<file path="src/design/asfrm_pkg.sv">
package asfrm_pkg;

    localparam int DEPTH_DEFAULT = 65536;

    localparam int SAMPLE_W  = 16;
    localparam int FILL_W    = 17;
    localparam int SUM_W     = 47;
    localparam int THR_W     = 16;
    localparam int CFG_W     = 17;
    localparam int CFG_IDX_W = 2;
    localparam int CMD_W     = 3;
    localparam int COUNT_W   = 32;
    localparam int QUOT_W    = 31;
    localparam int ROOT_W    = 16;
    localparam int CAP_RESET = 65536;

    localparam logic [CMD_W-1:0] CMD_PUSH    = 3'd0;
    localparam logic [CMD_W-1:0] CMD_POP     = 3'd1;
    localparam logic [CMD_W-1:0] CMD_PEEK    = 3'd2;
    localparam logic [CMD_W-1:0] CMD_CLEAR   = 3'd3;
    localparam logic [CMD_W-1:0] CMD_MEASURE = 3'd4;

    localparam logic [CFG_IDX_W-1:0] CFG_ENABLED   = 2'd0;
    localparam logic [CFG_IDX_W-1:0] CFG_PAUSED    = 2'd1;
    localparam logic [CFG_IDX_W-1:0] CFG_CAPACITY  = 2'd2;
    localparam logic [CFG_IDX_W-1:0] CFG_THRESHOLD = 2'd3;

    typedef struct packed {
        logic              start;
        logic [SUM_W-1:0]  sum;
        logic [FILL_W-1:0] fill;
    } t_rms_req;

    typedef struct packed {
        logic              done;
        logic [QUOT_W-1:0] quot;
        logic [ROOT_W-1:0] root;
    } t_rms_res;

endpackage

</file>
<file path="src/design/asfrm_rms.sv">
// Mean of squares by restoring division, one quotient bit a cycle, then an
// integer square root, one result bit a cycle.
module asfrm_rms (
    input  logic                i_clk,
    input  logic                i_rst_n,
    input  asfrm_pkg::t_rms_req i_req,
    output asfrm_pkg::t_rms_res o_res
);

    localparam int QW    = asfrm_pkg::QUOT_W;
    localparam int FW    = asfrm_pkg::FILL_W;
    localparam int SW    = asfrm_pkg::SUM_W;
    localparam int RW    = QW + 1;
    localparam int CNT_W = $clog2(QW);
    localparam int SQRT_STEPS = (QW + 1) / 2;
    localparam logic [RW-1:0] BIT_INIT = RW'(1) << (QW - 1);

    typedef enum logic [1:0] {U_IDLE, U_DIV, U_SQRT} t_ustate;

    t_ustate          r_state;
    logic [CNT_W-1:0] r_cnt;
    logic [FW-1:0]    r_rem;
    logic [FW-1:0]    r_div;
    logic [QW-1:0]    r_dvd;
    logic [QW-1:0]    r_quot;
    logic [RW-1:0]    r_x;
    logic [RW-1:0]    r_root;
    logic [RW-1:0]    r_bit;
    logic             r_done;

    logic [FW:0]      w_trial;
    logic             w_ge;
    logic [RW-1:0]    w_cand;
    logic             w_take;

    always_comb begin
        w_trial = {r_rem, r_dvd[QW-1]};
        w_ge    = (w_trial >= {1'b0, r_div});
        w_cand  = r_root + r_bit;
        w_take  = (r_x >= w_cand);
    end

    always_ff @(posedge i_clk) begin
        if (!i_rst_n) begin
            r_state <= U_IDLE;
            r_cnt   <= '0;
            r_rem   <= '0;
            r_div   <= '0;
            r_dvd   <= '0;
            r_quot  <= '0;
            r_x     <= '0;
            r_root  <= '0;
            r_bit   <= '0;
            r_done  <= 1'b0;
        end else begin
            r_done <= 1'b0;
            case (r_state)
                U_IDLE: begin
                    if (i_req.start) begin
                        // the high part is below the divisor since the mean fits QW bits
                        r_rem   <= {1'b0, i_req.sum[SW-1:QW]};
                        r_dvd   <= i_req.sum[QW-1:0];
                        r_div   <= i_req.fill;
                        r_quot  <= '0;
                        r_cnt   <= CNT_W'(QW - 1);
                        r_state <= U_DIV;
                    end
                end
                U_DIV: begin
                    r_rem  <= w_ge ? FW'(w_trial - {1'b0, r_div}) : w_trial[FW-1:0];
                    r_dvd  <= {r_dvd[QW-2:0], 1'b0};
                    r_quot <= {r_quot[QW-2:0], w_ge};
                    if (r_cnt == '0) begin
                        r_x     <= {1'b0, r_quot[QW-2:0], w_ge};
                        r_root  <= '0;
                        r_bit   <= BIT_INIT;
                        r_cnt   <= CNT_W'(SQRT_STEPS - 1);
                        r_state <= U_SQRT;
                    end else begin
                        r_cnt <= r_cnt - 1'b1;
                    end
                end
                U_SQRT: begin
                    if (w_take) begin
                        r_x    <= r_x - w_cand;
                        r_root <= (r_root >> 1) + r_bit;
                    end else begin
                        r_root <= r_root >> 1;
                    end
                    r_bit <= r_bit >> 2;
                    if (r_cnt == '0) begin
                        r_done  <= 1'b1;
                        r_state <= U_IDLE;
                    end else begin
                        r_cnt <= r_cnt - 1'b1;
                    end
                end
                default: r_state <= U_IDLE;
            endcase
        end
    end

    assign o_res.done = r_done;
    assign o_res.quot = r_quot;
    assign o_res.root = r_root[asfrm_pkg::ROOT_W-1:0];

endmodule

</file>
<file path="config.mk">
export PLATFORM = sky130hd
export DESIGN_NAME = asfrm_rms
export DESIGN_NICKNAME = d
export VERILOG_FILES = /design/src/design/asfrm_pkg.sv /design/src/design/asfrm_rms.sv
export SDC_FILE = /design/constraint.sdc
export NUM_CORES = 1
export LEC_CHECK = 0
export ABC_AREA = 1
export BUFFER_PORTS_ARGS = -buffer_cell sky130_fd_sc_hd__buf_4
export CAP_MARGIN = 20
export CORE_MARGIN = 3
export CORE_UTILIZATION = 44
export CTS_BUF_LIST = sky130_fd_sc_hd__clkbuf_4 sky130_fd_sc_hd__clkbuf_8
export DETAILED_ROUTE_END_ITERATION = 10
export HOLD_SLACK_MARGIN = 0.1
export PLACE_DENSITY = 0.66
export SETUP_SLACK_MARGIN = 0.05
export SYNTH_ARGS = -nofsm -noshare
export SYNTH_HDL_FRONTEND = slang
export SYNTH_SLANG_ARGS = --single-unit
</file>
<file path="constraint.sdc">
create_clock -name i_clk -period 6 [get_ports i_clk]
set_clock_uncertainty 0.15 [all_clocks]
set_input_delay 0.6 -clock i_clk [delete_from_list [all_inputs] [get_ports i_clk]]
set_output_delay 0.6 -clock i_clk [all_outputs]
set_load 0.005 [all_outputs]
</file>
======== After elaboration in Yosys (flattened, before gate mapping) ========
Index checks and enable logic that the tools add are counted.
word-level totals
  register bits ........................... 200
  input bits .............................. 67
  output and inout bits ................... 48
  word-level logic and storage cells ...... 60
cells by class
  add/subtract/negate cells ............... 5
  magnitude comparators ................... 2
  equality and inequality tests ........... 7
  mux-type cells .......................... 24
  reductions and logical operators ........ 12
operators with widths
  kind                                                                count
  32-bit one-hot mux with 2 select lines                              3
  32-bit 2-to-1 mux                                                   5
  31-bit one-hot mux with 2 select lines                              2
  31-bit 2-to-1 mux                                                   2
  17-bit 2-to-1 mux                                                   2
  17-bit one-hot mux with 2 select lines                              1
  31-bit by 32-bit adder with 32-bit output                           1
  32-bit adder                                                        1
  32-bit >= comparator                                                1
  32-bit subtractor                                                   1
  18-bit by 17-bit >= comparator with 1-bit output                    1
  17-bit subtractor                                                   1
  5-bit 2-to-1 mux                                                    3
  5-bit one-hot mux with 3 select lines                               1
  2-bit != test, second input constant                                5
  3-bit AND reduction                                                 3
  2-bit AND reduction                                                 4
  2-bit 2-to-1 mux                                                    3
  2-bit one-hot mux with 3 select lines                               1
  5-bit zero test                                                     1
  5-bit by 1-bit subtractor with 5-bit output, second input constant  1
  2-bit nonzero test                                                  2
  3-bit nonzero test                                                  1
  2-bit by 1-bit == test with 1-bit output, second input constant     1
  3 further kinds                                                     3

======== Logic depth before layout (Yosys ltp) ========
  word-level depth ........................ 4
  mapped depth ............................ 30
  depth with buffers taken out ............ 28

======== Least setup slack after synthesis ========
No wires, ideal clock.
  path type ............................... register to register
  start ................................... register r_root[2]
  end ..................................... register r_root[9]
  library setup time ...................... 0.132 ns
  arrival time ............................ 3.295 ns
  setup slack ............................. 2.423 ns
  cell stages (with the launch flop) ...... 25
  buffers on the path ..................... 1
  path through ............................ dfxtp_1 -> ha_1 -> nand2_1 -> a21oi_1 -> nand2_1 -> a21oi_1 -> nand2_1 -> nand2_1 -> nand2_1 -> a21oi_1 -> nor2_1 -> xor2_1 -> ha_1 -> nand2_1 -> inv_2 -> nand2_1 -> nand2_1 -> a21oi_2 -> nor2_1 -> nor2_1 -> nand2_2 -> buf_4 -> or2_2 -> nand3_1 -> a21oi_1
on the way
  word-level cells in the longest chain between the ends .. 4
  elaborated cells between the ends (all ways) .. 5
ends and longest elaborated chain
  element                                   line             source
  start, declared                           asfrm_rms.sv:27  logic [RW-1:0] r_root;
  start signal, assigned                    asfrm_rms.sv:86  r_root <= (r_root >> 1) + r_bit;
  start signal, assigned                    asfrm_rms.sv:88  r_root <= r_root >> 1;
  32-bit adder                              asfrm_rms.sv:39  w_cand = r_root + r_bit;
  32-bit >= comparator                      asfrm_rms.sv:40  w_take = (r_x >= w_cand);
  32-bit 2-to-1 mux *                       asfrm_rms.sv:84  if (w_take) begin
  32-bit one-hot mux with 2 select lines *  asfrm_rms.sv:57  case (r_state)
Every way passes the cells marked *; elsewhere a longest branch is shown, timed or not.
A chain may end at the register's enable or synchronous reset.

======== Worst setup path after layout ========
  start ................................... register r_root[2]
  end ..................................... register r_root[6]
Same word-level chain as after synthesis.

==> impl_summary.log <==
[metrics] status: complete, no violations
[metrics] sink count of the clock tree: 184
[metrics] area share of the largest cell type after synthesis: 25.9%
[metrics] Distinct cells, synth: 44
[metrics] clock buffer depth: 2
[metrics] number of top-level pins: 115
[metrics] vias in the first global route: 14.1k
[metrics] sum of net half-perimeters after detailed placement: 34,800 um
[metrics] ratio of cells with drive above 1 in the final layout: 8.82%
[metrics] Die W: 186 um
[metrics] endpoints failing setup: 0
[metrics] final-report hold violation count: 0
[metrics] die height: 186 um
[metrics] crit end category: register
[metrics] synthesized area per cell: 6.04 sq um
[metrics] category of cells accounting for the largest share of critical-path delay: simple AND/OR/NAND/NOR gates
[metrics] First-pass DRT Iterations: 5
[metrics] final weighted congestion in routability-driven placement: 0.993
[metrics] overall global routing resource usage: 26.8%
[metrics] most repeated library cell on the critical path: sky130_fd_sc_hd__nand2_1
[metrics] required time of the critical path: 6.27 ns
[metrics] depth of the worst hold-timing path: 3
[metrics] Fmax achieved: 211 MHz
[metrics] DR WL/cell: 16.2 um
[metrics] Post-Syn Instances: 2,354
[metrics] TritonCTS clock tree: done
[metrics] port buffer count: 114
[metrics] data arrival time of the critical path: 5.02 ns
[metrics] LEAKAGE: 7.23 nW
[metrics] final cycle utilization of the critical path: 79.1%
[metrics] part of the Yosys area used for sequential elements: 25.9%
[metrics] antenna-violating nets left: 0
[metrics] Post-Syn Nets: 2,511
[metrics] area of the core: 0.0317 sq mm
[metrics] smallest hold slack: 0.199 ns
[metrics] kind of critical path: register to register
[metrics] crit-path max FO: 49
[metrics] diode insertion count for antenna repair: 0
[metrics] setup repair after global routing missed its margin: no
[metrics] area overhead of the layout relative to synthesis: 9.81%
[metrics] root buf cell: sky130_fd_sc_hd__clkbuf_8
[metrics] TritonCTS buffer count: 17
[metrics] number of buffers inserted for hold repair after clock tree synthesis: 0
[metrics] clock insertion delay at the later pin of the skew report: 0.52 ns
[metrics] yosys synthesis warning count: 0
[metrics] biggest area consumer among synthesized cells: sky130_fd_sc_hd__dfxtp_1
[metrics] GRT Residual Overflow: 0
[metrics] number of buffer and inverter stages on the critical path: 3
[metrics] max-slew violation count: 0
[metrics] CP Depth: 24
[metrics] transition time at the pin with the least slew margin: 1.03 ns
[metrics] CP max stage delay: 0.43 ns
[metrics] path category of the worst min-delay check: input port to register
[metrics] count of flip-flops with a built-in enable after synthesis: 0
[metrics] global-route wire length before repair: 73,800 um
[metrics] floorplan die area: 0.0345 sq mm
[metrics] most area-consuming cells after synthesis: sky130_fd_sc_hd__dfxtp_1 26%, sky130_fd_sc_hd__nand2_1 20%, sky130_fd_sc_hd__ha_1 7.7%, sky130_fd_sc_hd__inv_1 7.6%, sky130_fd_sc_hd__a21oi_1 6.8%
[metrics] total via count in the routed design: 15.0k
[metrics] initial detailed-routing violation count: 1,065
[metrics] starting density of the core: 44.8%
[metrics] main flop type after synthesis: sky130_fd_sc_hd__dfxtp_1
[metrics] Fillers: 3,375
[metrics] setup TNS after final layout: 0 ns
[metrics] startpoint kind of the worst setup timing path: register
[metrics] finished layout cell area: 0.0156 sq mm
[metrics] peak supply drop: 244 uV
[metrics] antenna violations before repair: 0
[metrics] mean number of vias per cell: 5.34
[metrics] Post-Syn Area: 0.0142 sq mm
[metrics] final net count: 2,558
[metrics] Power per Cell Area: 463 mW/mm^2
[metrics] total wire length: 45,700 um
[metrics] post-synthesis register bit count: 184
[metrics] most used cells in the layout excluding fill and tap cells: 759 x sky130_fd_sc_hd__nand2_1, 288 x sky130_fd_sc_hd__inv_1, 194 x sky130_fd_sc_hd__a21oi_1
[metrics] number of gates resized after CTS: 0
[metrics] max-cap check violation count: 0
[metrics] number of setup buffers added after CTS: 0
[metrics] final critical path time including I/O delays and setup: 4.75 ns
[metrics] share of synthesized flip-flops with an asynchronous set or reset: 0%
[metrics] # rows: 65
[metrics] commonest non-fill, non-tap cell in the layout: sky130_fd_sc_hd__nand2_1
[metrics] number of H-tree branching levels: 4
[metrics] number of cells on the worst reg-to-reg path: 24
[metrics] setup slack of the most critical reg-to-reg path: 1.25 ns
[metrics] Remaining DRCs: 0
[metrics] maximum number of pins on one net before global-route repair: 77
[metrics] CP cell instances: ha_1 > nand2_1 > a21oi_1 > nand2_1 > a21oi_1 > nand2_1 > nand2_1 > nand2_1 > a21oi_1 > nand2_1 > nand3b_1 > nand2_1 > ha_1 > nand2_1 > nor2_2 > inv_2 > nor3_1 > nand2_1 > nand2_2 > buf_4 > inv_1 > nand2_1 > nand3_1 > a21oi_1
[metrics] clock-pin slew on the worst setup and hold paths: 0.12 ns
[metrics] relative max-transition margin: 31.1%
[metrics] Critical-path top delay cell: sky130_fd_sc_hd__buf_4
[metrics] cell area after placement: 0.0152 sq mm
[registers in the layout, indices dropped and copies added (netlist names), 5 cells and up]
name,flops
r_root,32
r_x,32
r_dvd,31
r_quot,31
r_div,17
r_rem,17
r_bit,16
r_cnt,5
[path summary, 6_finish.rpt]
path,startpoint,to
setup / recovery,r_root[2],r_root[6]
hold / removal,i_req[24],r_dvd[7]
setup reg to reg,r_root[2],r_root[6]
hold reg to reg,r_div[5],r_div[5]
[layer usage]
metal / GRT usage [%] / wire length, um / up-vias
met5: 0 / 0 / -
met4: 9.23 / 1390 / 0
met3: 4.79 / 2730 / 75
met2: 42.1 / 20300 / 430
met1: 37.0 / 21300 / 6900
li1: - / - / 7630
[tightest hold or removal path: stages]
cell                      delay, ns
sky130_fd_sc_hd__buf_4         0.11
sky130_fd_sc_hd__nand2_1       0.05
sky130_fd_sc_hd__a31oi_1       0.07
[cell families (layout without fill, tap and decap cells)]
logic type	Yosys count	after routing	share of synthesized area, %
flops	184	184	25.9
simple gates	1212	1212	35.7
fa+ha+maj	90	90	8.02
xor+xnor	53	53	3.26
buf+inv	396	456	11.4
compound gates	419	419	15.8
[metrics by stage]
step	total power [mW]	cells	util (%)	setup slack (ns)
CTS	7.22	2814	49.1	1.28
finish	7.24	2816	49.2	1.25
detailed placement	6.33	2782	47.9	1.33
floorplan	5.29	2354	-	2.42
global placement	6.28	2782	47.9	1.43
global route	7.99	2816	49.2	0.810
[area by class of cell]
type,count,area [sq um],share of cell area [%]
flip-flops and latches,184,3680,23.6
multi-input cells,1774,8940,57.2
clock inverters,15,153,0.977
inverters,296,1110,7.12
repair buffers,128,993,6.36
clock buffers,17,234,1.50
well taps,402,503,3.22
[cell usage after synthesis, types with 4 or more instances]
cell                       count
sky130_fd_sc_hd__a21oi_1     194
sky130_fd_sc_hd__a21oi_2       8
sky130_fd_sc_hd__a221oi_1      4
sky130_fd_sc_hd__a31oi_1      31
sky130_fd_sc_hd__and2_1        6
sky130_fd_sc_hd__buf_1         5
sky130_fd_sc_hd__buf_2        10
sky130_fd_sc_hd__buf_4        21
sky130_fd_sc_hd__clkbuf_1     61
sky130_fd_sc_hd__dfxtp_1     184
sky130_fd_sc_hd__ha_1         88
sky130_fd_sc_hd__inv_1       288
sky130_fd_sc_hd__inv_2         7
sky130_fd_sc_hd__nand2_1     759
sky130_fd_sc_hd__nand2_2       4
sky130_fd_sc_hd__nand3_1     183
sky130_fd_sc_hd__nand3_2       7
sky130_fd_sc_hd__nand3b_1     24
sky130_fd_sc_hd__nand4_1      10
sky130_fd_sc_hd__nor2_1      175
sky130_fd_sc_hd__nor2_2        5
sky130_fd_sc_hd__nor3_1       19
sky130_fd_sc_hd__o21a_1        5
sky130_fd_sc_hd__o21ai_0     145
sky130_fd_sc_hd__o21ai_1      10
sky130_fd_sc_hd__o21bai_1     10
sky130_fd_sc_hd__or2_2        12
sky130_fd_sc_hd__xnor2_1      26
sky130_fd_sc_hd__xor2_1       27
[where the power goes]
group          switching, mW  leakage (nW)  total [mW]  internal (mW)
clock network          0.553         0.189       0.864          0.311
registers              0.182          1.50        1.65           1.46
logic                   3.21          5.54        4.73           1.51
total                   3.95          7.23        7.24           3.29
Note: power is estimated with default switching activity, not from simulation.
